### src/hw/rtl/qesm_pkg.sv
`timescale 1ns / 1ps

package qesm_pkg;

  localparam int CountW   = 32;
  localparam int ElapsedW = 24;
  localparam int RateW    = 20;
  localparam int LimitW   = 20;
  localparam int RemW     = RateW + 1;
  localparam int CfgDataW = 24;
  localparam int CfgAddrW = 2;
  localparam int CntW     = $clog2(RateW);
  localparam int InTdataW  = 8;
  localparam int OutTdataW = 64;

  // configuration register indexes
  localparam logic [CfgAddrW-1:0] REG_SLOW_LIMIT   = CfgAddrW'(0);
  localparam logic [CfgAddrW-1:0] REG_MEDIUM_LIMIT = CfgAddrW'(1);
  localparam logic [CfgAddrW-1:0] REG_TIMEOUT      = CfgAddrW'(2);
  localparam logic [CfgAddrW-1:0] REG_TICKS_PER_S  = CfgAddrW'(3);

  localparam logic [LimitW-1:0]   SLOW_LIMIT_RST   = LimitW'(10);
  localparam logic [LimitW-1:0]   MEDIUM_LIMIT_RST = LimitW'(50);
  localparam logic [ElapsedW-1:0] TIMEOUT_RST      = ElapsedW'(200000);
  localparam logic [RateW-1:0]    TICKS_PER_S_RST  = RateW'(1000000);

  // rotation codes
  localparam logic [1:0] DIR_NONE = 2'd0;
  localparam logic [1:0] DIR_CW   = 2'd1;
  localparam logic [1:0] DIR_CCW  = 2'd2;

  // speed class codes
  localparam logic [1:0] SPD_STOP   = 2'd0;
  localparam logic [1:0] SPD_SLOW   = 2'd1;
  localparam logic [1:0] SPD_MEDIUM = 2'd2;
  localparam logic [1:0] SPD_FAST   = 2'd3;

  typedef enum logic [1:0] {
    STEP_NONE,
    STEP_UP,
    STEP_DOWN
  } step_t;

  typedef struct packed {
    logic load_item;
    logic div_start;
    logic div_step;
    logic commit;
  } qesm_cmd_t;

  typedef struct packed {
    logic need_div;
    logic out_free;
  } qesm_status_t;

  // 4x decode, index is {old b, old a, new b, new a}
  function automatic step_t quad_step(input logic [1:0] old_pins, input logic [1:0] new_pins);
    step_t s;
    case ({old_pins, new_pins})
      4'd2, 4'd4, 4'd11, 4'd13: s = STEP_UP;
      4'd1, 4'd7, 4'd8, 4'd14:  s = STEP_DOWN;
      default:                  s = STEP_NONE;
    endcase
    return s;
  endfunction

endpackage

### src/hw/rtl/qesm_ctrl.sv
`timescale 1ns / 1ps

module qesm_ctrl
  import qesm_pkg::*;
(
  input  logic         clk,
  input  logic         rst_n,
  input  logic         in_tvalid,
  output logic         in_tready,
  input  qesm_status_t status,
  output qesm_cmd_t    cmd
);

  typedef enum logic [1:0] {
    S_IDLE,
    S_CHECK,
    S_DIV,
    S_FIN
  } state_t;

  localparam logic [CntW-1:0] DivLast = CntW'(RateW - 1);

  state_t          state_r;
  logic [CntW-1:0] cnt_r;
  logic            ready_r;

  assign in_tready = ready_r;

  always_comb begin
    cmd.load_item = (state_r == S_IDLE) && in_tvalid && ready_r;
    cmd.div_start = (state_r == S_CHECK) && status.need_div;
    cmd.div_step  = (state_r == S_DIV);
    cmd.commit    = (state_r == S_FIN) && status.out_free;
  end

  always_ff @(posedge clk) begin
    if (!rst_n) begin
      state_r <= S_IDLE;
      cnt_r   <= '0;
      ready_r <= 1'b1;
    end else begin
      case (state_r)
        S_IDLE: begin
          if (in_tvalid && ready_r) begin
            state_r <= S_CHECK;
            ready_r <= 1'b0;
          end
        end
        S_CHECK: begin
          cnt_r <= '0;
          if (status.need_div) begin
            state_r <= S_DIV;
          end else begin
            state_r <= S_FIN;
          end
        end
        S_DIV: begin
          cnt_r <= cnt_r + 1'b1;
          if (cnt_r == DivLast) begin
            state_r <= S_FIN;
          end
        end
        S_FIN: begin
          if (status.out_free) begin
            state_r <= S_IDLE;
            ready_r <= 1'b1;
          end
        end
        default: begin
          state_r <= S_IDLE;
          ready_r <= 1'b1;
        end
      endcase
    end
  end

endmodule

### src/hw/rtl/qesm_dp.sv
`timescale 1ns / 1ps

module qesm_dp
  import qesm_pkg::*;
(
  input  logic                clk,
  input  logic                rst_n,
  input  qesm_cmd_t           cmd,
  output qesm_status_t        status,
  input  logic                cfg_we,
  input  logic [CfgAddrW-1:0] cfg_addr,
  input  logic [CfgDataW-1:0] cfg_wdata,
  input  logic                pin_a,
  input  logic                pin_b,
  input  logic                button_level,
  input  logic                clear_count,
  input  logic                out_tready,
  output logic                out_tvalid,
  output logic [CountW-1:0]   position,
  output logic [1:0]          rotation,
  output logic [1:0]          speed_level,
  output logic [RateW-1:0]    rate,
  output logic                button_pressed
);

  // configuration
  logic [LimitW-1:0]   slow_limit_r;
  logic [LimitW-1:0]   medium_limit_r;
  logic [ElapsedW-1:0] timeout_r;
  logic [RateW-1:0]    tps_r;

  // latched item
  logic [1:0] pins_r;
  logic       button_r;
  logic       clear_r;

  // encoder state
  logic [1:0]          last_pins_r;
  logic                primed_r;
  logic [CountW-1:0]   pos_r;
  logic [1:0]          dir_r;
  logic [1:0]          class_r;
  logic [RateW-1:0]    rate_r;
  logic [ElapsedW-1:0] ticks_r;
  logic                seen_r;

  // divider
  logic [RemW-1:0]  rem_r;
  logic [RateW-1:0] quo_r;

  // output register
  logic              out_valid_r;
  logic [CountW-1:0] out_pos_r;
  logic [1:0]        out_rot_r;
  logic [1:0]        out_spd_r;
  logic [RateW-1:0]  out_rate_r;
  logic              out_btn_r;

  step_t               step;
  logic                pulse;
  logic [ElapsedW-1:0] ticks_inc;
  logic [CountW-1:0]   pos_base;
  logic [CountW-1:0]   pos_nxt;
  logic [RateW-1:0]    rate_pulse;
  logic [1:0]          class_pulse;
  logic [ElapsedW-1:0] ticks_nxt;
  logic                seen_nxt;
  logic                stopped;
  logic [1:0]          dir_nxt;
  logic [1:0]          class_nxt;
  logic [RateW-1:0]    rate_nxt;
  logic [RemW-1:0]     trial;
  logic [ElapsedW-1:0] trial_ext;
  logic [ElapsedW-1:0] diff;
  logic                fits;

  // saturating tick count; never zero once incremented, so it is a safe divisor
  assign ticks_inc = (ticks_r == {ElapsedW{1'b1}}) ? ticks_r : ticks_r + 1'b1;
  assign step      = primed_r ? quad_step(last_pins_r, pins_r) : STEP_NONE;
  assign pulse     = (step != STEP_NONE);

  assign status.need_div = pulse && seen_r;
  assign status.out_free = !out_valid_r || out_tready;

  assign pos_base = clear_r ? '0 : pos_r;

  always_comb begin
    case (step)
      STEP_UP:   pos_nxt = pos_base + 1'b1;
      STEP_DOWN: pos_nxt = pos_base - 1'b1;
      default:   pos_nxt = pos_base;
    endcase
  end

  // first pulse keeps the held rate
  assign rate_pulse = seen_r ? quo_r : rate_r;

  always_comb begin
    if (rate_pulse < slow_limit_r) begin
      class_pulse = SPD_SLOW;
    end else if (rate_pulse < medium_limit_r) begin
      class_pulse = SPD_MEDIUM;
    end else begin
      class_pulse = SPD_FAST;
    end
  end

  assign ticks_nxt = pulse ? '0 : ticks_inc;
  assign seen_nxt  = seen_r || pulse;
  assign stopped   = !seen_nxt || (ticks_nxt > timeout_r);

  always_comb begin
    if (stopped) begin
      dir_nxt   = DIR_NONE;
      class_nxt = SPD_STOP;
      rate_nxt  = '0;
    end else if (pulse) begin
      dir_nxt   = (step == STEP_UP) ? DIR_CW : DIR_CCW;
      class_nxt = class_pulse;
      rate_nxt  = rate_pulse;
    end else begin
      dir_nxt   = dir_r;
      class_nxt = class_r;
      rate_nxt  = rate_r;
    end
  end

  // restoring divider, one quotient bit per cycle, msb first
  assign trial     = {rem_r[RemW-2:0], quo_r[RateW-1]};
  assign trial_ext = ElapsedW'(trial);
  assign fits      = (trial_ext >= ticks_inc);
  assign diff      = trial_ext - ticks_inc;

  always_ff @(posedge clk) begin
    if (cmd.div_start) begin
      rem_r <= '0;
      quo_r <= tps_r;
    end else if (cmd.div_step) begin
      rem_r <= fits ? diff[RemW-1:0] : trial;
      quo_r <= {quo_r[RateW-2:0], fits};
    end
  end

  always_ff @(posedge clk) begin
    if (cmd.load_item) begin
      pins_r   <= {pin_b, pin_a};
      button_r <= button_level;
      clear_r  <= clear_count;
    end
  end

  always_ff @(posedge clk) begin
    if (!rst_n) begin
      slow_limit_r   <= SLOW_LIMIT_RST;
      medium_limit_r <= MEDIUM_LIMIT_RST;
      timeout_r      <= TIMEOUT_RST;
      tps_r          <= TICKS_PER_S_RST;
    end else if (cfg_we) begin
      case (cfg_addr)
        REG_SLOW_LIMIT:   slow_limit_r   <= cfg_wdata[LimitW-1:0];
        REG_MEDIUM_LIMIT: medium_limit_r <= cfg_wdata[LimitW-1:0];
        REG_TIMEOUT:      timeout_r      <= cfg_wdata[ElapsedW-1:0];
        REG_TICKS_PER_S:  tps_r          <= cfg_wdata[RateW-1:0];
        default: ;
      endcase
    end
  end

  always_ff @(posedge clk) begin
    if (!rst_n) begin
      last_pins_r <= '0;
      primed_r    <= 1'b0;
      pos_r       <= '0;
      dir_r       <= DIR_NONE;
      class_r     <= SPD_STOP;
      rate_r      <= '0;
      ticks_r     <= '0;
      seen_r      <= 1'b0;
    end else if (cmd.commit) begin
      last_pins_r <= pins_r;
      primed_r    <= 1'b1;
      pos_r       <= pos_nxt;
      dir_r       <= dir_nxt;
      class_r     <= class_nxt;
      rate_r      <= rate_nxt;
      ticks_r     <= ticks_nxt;
      seen_r      <= seen_nxt;
    end
  end

  always_ff @(posedge clk) begin
    if (!rst_n) begin
      out_valid_r <= 1'b0;
    end else if (cmd.commit) begin
      out_valid_r <= 1'b1;
    end else if (out_tready) begin
      out_valid_r <= 1'b0;
    end
  end

  always_ff @(posedge clk) begin
    if (cmd.commit) begin
      out_pos_r  <= pos_nxt;
      out_rot_r  <= dir_nxt;
      out_spd_r  <= class_nxt;
      out_rate_r <= rate_nxt;
      out_btn_r  <= !button_r;
    end
  end

  assign out_tvalid     = out_valid_r;
  assign position       = out_pos_r;
  assign rotation       = out_rot_r;
  assign speed_level    = out_spd_r;
  assign rate           = out_rate_r;
  assign button_pressed = out_btn_r;

endmodule

### src/hw/rtl/quadrature_encoder_speed_monitor.sv
`timescale 1ns / 1ps

// channel   dir  handshake             payload
// in_       in   in_tvalid/in_tready   in_tdata: pin_a, pin_b, button_level, clear_count
// out_      out  out_tvalid/out_tready out_tdata: position, rotation, speed_level, rate,
//                                      button_pressed
// cfg_      in   cfg_we                cfg_addr, cfg_wdata
//
// a tick without a pulse, or the first pulse, goes from S_IDLE through S_CHECK to S_FIN, where its
// result is loaded into the output register; a later pulse also passes through S_DIV, where
// the 20-bit rate division runs one quotient bit per cycle through one subtractor
// one tick is in flight at a time; the next is taken in the cycle after its result is
// loaded into the output register, which holds it while out_tready is low
// rst_n is synchronous; configuration registers return to their defaults

module quadrature_encoder_speed_monitor
  import qesm_pkg::*;
(
  input  logic                 clk,
  input  logic                 rst_n,
  input  logic                 in_tvalid,
  output logic                 in_tready,
  input  logic [InTdataW-1:0]  in_tdata,   // [0] pin_a, [1] pin_b, [2] button_level,
                                           // [3] clear_count
  output logic                 out_tvalid,
  input  logic                 out_tready,
  output logic [OutTdataW-1:0] out_tdata,  // [31:0] position, [33:32] rotation,
                                           // [35:34] speed_level, [55:36] rate,
                                           // [56] button_pressed
  input  logic                 cfg_we,
  input  logic [CfgAddrW-1:0]  cfg_addr,
  input  logic [CfgDataW-1:0]  cfg_wdata
);

  qesm_cmd_t         cmd;
  qesm_status_t      status;
  logic [CountW-1:0] position;
  logic [1:0]        rotation;
  logic [1:0]        speed_level;
  logic [RateW-1:0]  rate;
  logic              button_pressed;

  qesm_ctrl u_ctrl (
    .clk       (clk),
    .rst_n     (rst_n),
    .in_tvalid (in_tvalid),
    .in_tready (in_tready),
    .status    (status),
    .cmd       (cmd)
  );

  qesm_dp u_dp (
    .clk            (clk),
    .rst_n          (rst_n),
    .cmd            (cmd),
    .status         (status),
    .cfg_we         (cfg_we),
    .cfg_addr       (cfg_addr),
    .cfg_wdata      (cfg_wdata),
    .pin_a          (in_tdata[0]),
    .pin_b          (in_tdata[1]),
    .button_level   (in_tdata[2]),
    .clear_count    (in_tdata[3]),
    .out_tready     (out_tready),
    .out_tvalid     (out_tvalid),
    .position       (position),
    .rotation       (rotation),
    .speed_level    (speed_level),
    .rate           (rate),
    .button_pressed (button_pressed)
  );

  assign out_tdata = {
    {(OutTdataW - CountW - 4 - RateW - 1){1'b0}},
    button_pressed, rate, speed_level, rotation, position
  };

`ifndef NO_ASSERTIONS
  // a result is only loaded when the output register can take it
  a_commit_free: assert property (@(posedge clk) disable iff (!rst_n)
    cmd.commit |-> status.out_free)
    else $error("result loaded over an untaken result");

  // a new tick is never taken in the cycle a result is loaded
  a_accept_commit: assert property (@(posedge clk) disable iff (!rst_n)
    (in_tvalid && in_tready) |-> !cmd.commit)
    else $error("transfer in while committing");

  a_commit_valid: assert property (@(posedge clk) disable iff (!rst_n)
    cmd.commit |=> out_tvalid)
    else $error("committed result not presented");

  // direction and class are set and cleared together
  a_dir_class: assert property (@(posedge clk) disable iff (!rst_n)
    out_tvalid |-> ((rotation == DIR_NONE) == (speed_level == SPD_STOP)))
    else $error("rotation and speed class disagree on stopped");
`endif

endmodule
### config.mk
export PLATFORM = sky130hd
export DESIGN_NAME = quadrature_encoder_speed_monitor
export DESIGN_NICKNAME = d
export VERILOG_FILES = /design/src/hw/rtl/qesm_pkg.sv /design/src/hw/rtl/qesm_ctrl.sv /design/src/hw/rtl/qesm_dp.sv /design/src/hw/rtl/quadrature_encoder_speed_monitor.sv
export SDC_FILE = /design/constraint.sdc
export NUM_CORES = 1
export LEC_CHECK = 0
export CORE_UTILIZATION = 48
export CTS_CLUSTER_DIAMETER = 40
export CTS_CLUSTER_SIZE = 16
export DETAILED_ROUTE_END_ITERATION = 12
export DONT_BUFFER_PORTS = 1
export MAX_ROUTING_LAYER = met4
export PLACE_DENSITY_LB_ADDON = 0.05
export SKIP_CTS_REPAIR_TIMING = 1
export SLEW_MARGIN = 0
export SYNTH_ARGS = -nofsm -noshare
export SYNTH_HDL_FRONTEND = slang
export SYNTH_HIERARCHICAL = 1
export SYNTH_SLANG_ARGS = --single-unit
### constraint.sdc
create_clock -name clk -period 7.4 [get_ports clk]
set_input_delay 0.74 -clock clk [delete_from_list [all_inputs] [get_ports clk]]
set_output_delay 0.74 -clock clk [all_outputs]
set_load 0.01 [all_outputs]
==> reports/metrics.csv <==
metric,value,unit
worst slew pin tran,1.16,ns
clock latency on the worst-skew pair,0.56,ns
Initial Utilization,0.492,
port bufs,0,
fin crit share,0.733,
Cell variety after synth,83,
sequential area share after synthesis,0.396,
Fin. Hold Viols,0,
Fin Setup TNS,0,ns
max_cap viols,0,
first-pass GRT wire length,65.2,mm
global placement routability congestion,0.893,
final wirelength,40.9,mm
TritonRoute pass-1 iters,5,
cell family with most CP delay,compound AO/OA/AOI/OAI gates,
CP Class,reg -> reg,
Total GRT Usage,0.251,
H-tree Lvls,2,
CTS Buf Count,45,
Final Cell Area,17900,sq um
drt first-iter violations,715,
Post-Syn Instances,1816,
Leak,7.19,nW
layout cells sized above 1,0.109,
met2 usage,0.376,
Clock Sinks,278,
Critical Path Fanout Max,19,
ys async rst share,0,
Worst Hold Class,in -> reg,
Tot Pwr,5.29,mW
Placed Area,16300,sq um
CP Cell Sequence,ha_1 -> nand2_1 -> or3_1 -> or3_1 -> xor2_1 -> ha_1 -> inv_1 -> fa_1 -> a21o_1 -> a21o_1 -> a221oi_2 -> nor3_1 -> o31ai_1 -> a211o_1 -> buf_4 -> mux2i_1 -> a211oi_1,
register bit total from synthesis,278,
Final Non-Filler Cells,2266,
nets@finish,1950,
CP max stage cell,a211o_1,
Critical Path RT,7.80,ns
die area,34300,sq um
Syn-to-layout area delta,10.9,%
"EDFF count, synth",81,
Power Dens Cells,296,nW/um^2
# setup viols final,0,
unrepaired setup endpoints after global routing,false,
GRT met3 Usage,0.0582,
routed vias/inst,5.55,
Post-Place Cells,2181,
# rows,66,
Synth Warn #,6,
Root Buffer,clkbuf_16,
CP max stage delay,0.66,ns
DRT antenna net count,0,
Final WS setup,1.97,ns
Placeable Area,32800,sq um
GRT Max-Usage Layer,met2,
synthesized area per cell,8.87,sq um
dpl ws,1.95,ns
Final Skew,0.0202,ns
status,completed,
CP Buf/Inv Count,2,
largest net degree at the start of global routing,86,
CTS tree,done,
dpl hpwl,28.4,mm
vias post-DR,12600,
Max clock buf depth,3,
Slew HR,0.223,
fillers,3078,
clk slew on worst S/H paths,0.05,ns
Critical Path Source Type,flip-flop,
die width,185,um
data arrival time of the worst path,5.83,ns
storage element area,6380,sq um
I/O Pins,105,
CP endpoint kind,flip-flop,
area of the multi-input gates,8910,sq um
met1 GRT Util,0.336,
min cycle time layout,5.43,ns
vias in the first global route,12100,
max-slew violations,0,
top_reg_cell synth,dfxtp_1,
wire per inst,18.0,um
DRC violations left,0,
initial antenna violation count,1,
worst vdd ir,0.213,mV
global route overflow,0,
post-synthesis cell area,16100,sq um
Die Span Y,185,um
max frequency,0.184,GHz
## path summary, 6_finish.rpt
kind,startpoint,slack [ns],depth (start not counted),to
max reg2reg,u_dp/ticks_r[0],1.97,17,u_dp/rem_r[17]
max,u_dp/ticks_r[0],1.97,17,u_dp/rem_r[17]
min reg2reg,u_dp/tps_r[1],0.45,2,u_dp/tps_r[1]
min,rst_n,0.27,1,u_ctrl/in_tready
## state kept, by name (all words and copies together), names as in the netlist, 5 cells and up
name and cells:
u_dp/slow_limit_r 20, u_ctrl/cnt_r 5, u_dp/rem_r 20, u_dp/rate 20
u_dp/timeout_r 24, u_dp/ticks_r 24, u_dp/medium_limit_r 20, u_dp/quo_r 20
u_dp/tps_r 20, u_dp/position 32, u_dp/pos_r 32, u_dp/rate_r 20
## where the power goes
group | switching (mW) | total [mW] | leakage (nW) | internal [mW]
registers | 0.119 | 1.87 | 2.41 | 1.75
clock network | 0.780 | 2.13 | 0.742 | 1.35
logic | 0.782 | 1.29 | 4.03 | 0.505
## metal layers
metal | up-vias | part of all wire
met5 | - | 0
met4 | 0 | 0.018
met3 | 49 | 0.054
met2 | 267 | 0.44
met1 | 5893 | 0.49
li1 | 6366 | -
## metrics by stage
| stage | hold slack, ns | utilization |
|---|---|---|
| 2_1_floorplan | 0.432 | - |
| 3_3_place_gp | 0.439 | 0.498 |
| 3_5_place_dp | 0.443 | 0.498 |
| 4_1_cts | 0.239 | 0.545 |
| 5_1_grt | 0.246 | 0.545 |
| 6_report | 0.267 | 0.545 |
## layout by cell type (no fill, tap or decap), types with 24 or more instances in the layout
master	instances
nand3_1	36
clkbuf_16	47
xor2_1	38
mux2i_1	45
nor2_1	148
a21oi_1	153
mux2_2	46
nand2_1	271
o21ai_0	48
ha_1	123
nor3_1	44
nand4_1	24
nor2b_1	39
inv_1	93
dfxtp_1	197
edfxtp_1	81
a21o_1	40
a31o_2	24
xnor2_1	35
## Yosys cell counts, drive strengths merged, types with 4 or more instances
| master | n | area share |
|---|---|---|
| ha | 123 | 0.096 |
| nor2b | 40 | 0.016 |
| a21o | 41 | 0.019 |
| a31oi | 7 | 0.0027 |
| nand3 | 37 | 0.012 |
| o31ai | 10 | 0.0047 |
| o211ai | 19 | 0.0089 |
| a21boi | 7 | 0.0033 |
| mux2i | 45 | 0.028 |
| and3 | 8 | 0.0033 |
| nand2 | 271 | 0.063 |
| and4 | 6 | 0.0034 |
| a22o | 6 | 0.0033 |
| buf | 26 | 0.010 |
| a31o | 24 | 0.013 |
| a211oi | 22 | 0.011 |
| nand3b | 4 | 0.0019 |
| o2111ai | 4 | 0.0022 |
| xnor2 | 35 | 0.019 |
| dfxtp | 197 | 0.24 |
| and2 | 9 | 0.0035 |
| nor3 | 44 | 0.014 |
| or2 | 6 | 0.0023 |
| inv | 94 | 0.022 |
| o21ai | 48 | 0.015 |
| nand4 | 26 | 0.011 |
| clkbuf | 72 | 0.020 |
| a311oi | 7 | 0.0038 |
| mux2 | 46 | 0.032 |
| nor2 | 153 | 0.038 |
| edfxtp | 81 | 0.15 |
| or3 | 10 | 0.0039 |
| a32o | 6 | 0.0037 |
| xor2 | 38 | 0.021 |
| a221oi | 4 | 0.0026 |
| o21a | 17 | 0.0079 |
| nand2b | 11 | 0.0043 |
| o21bai | 9 | 0.0042 |
| a21oi | 157 | 0.050 |
| nor4 | 5 | 0.0019 |
## cell families after synthesis
family                     count (synthesis)  share of synthesized area
adders and majority gates                125                     0.0980
muxes                                     91                     0.0601
xor gates and xnor gates                  73                     0.0397
DFF                                      278                      0.396
and+or+nand+nor                          641                      0.183
AOI/OAI and AO/OA                        413                      0.170
other                                      1                   0.000233
buffers and inverters                    194                     0.0533
## cell type report
type,count,area share
antenna,1,0.000140
clock buffer,52,0.0674
clock inverter,32,0.0188
inverter,94,0.0198
multi-input combinational,1350,0.499
sequential,278,0.357
tap,442,0.0310
timing repair buffer,17,0.00714
(Power assumes the default switching activity.)
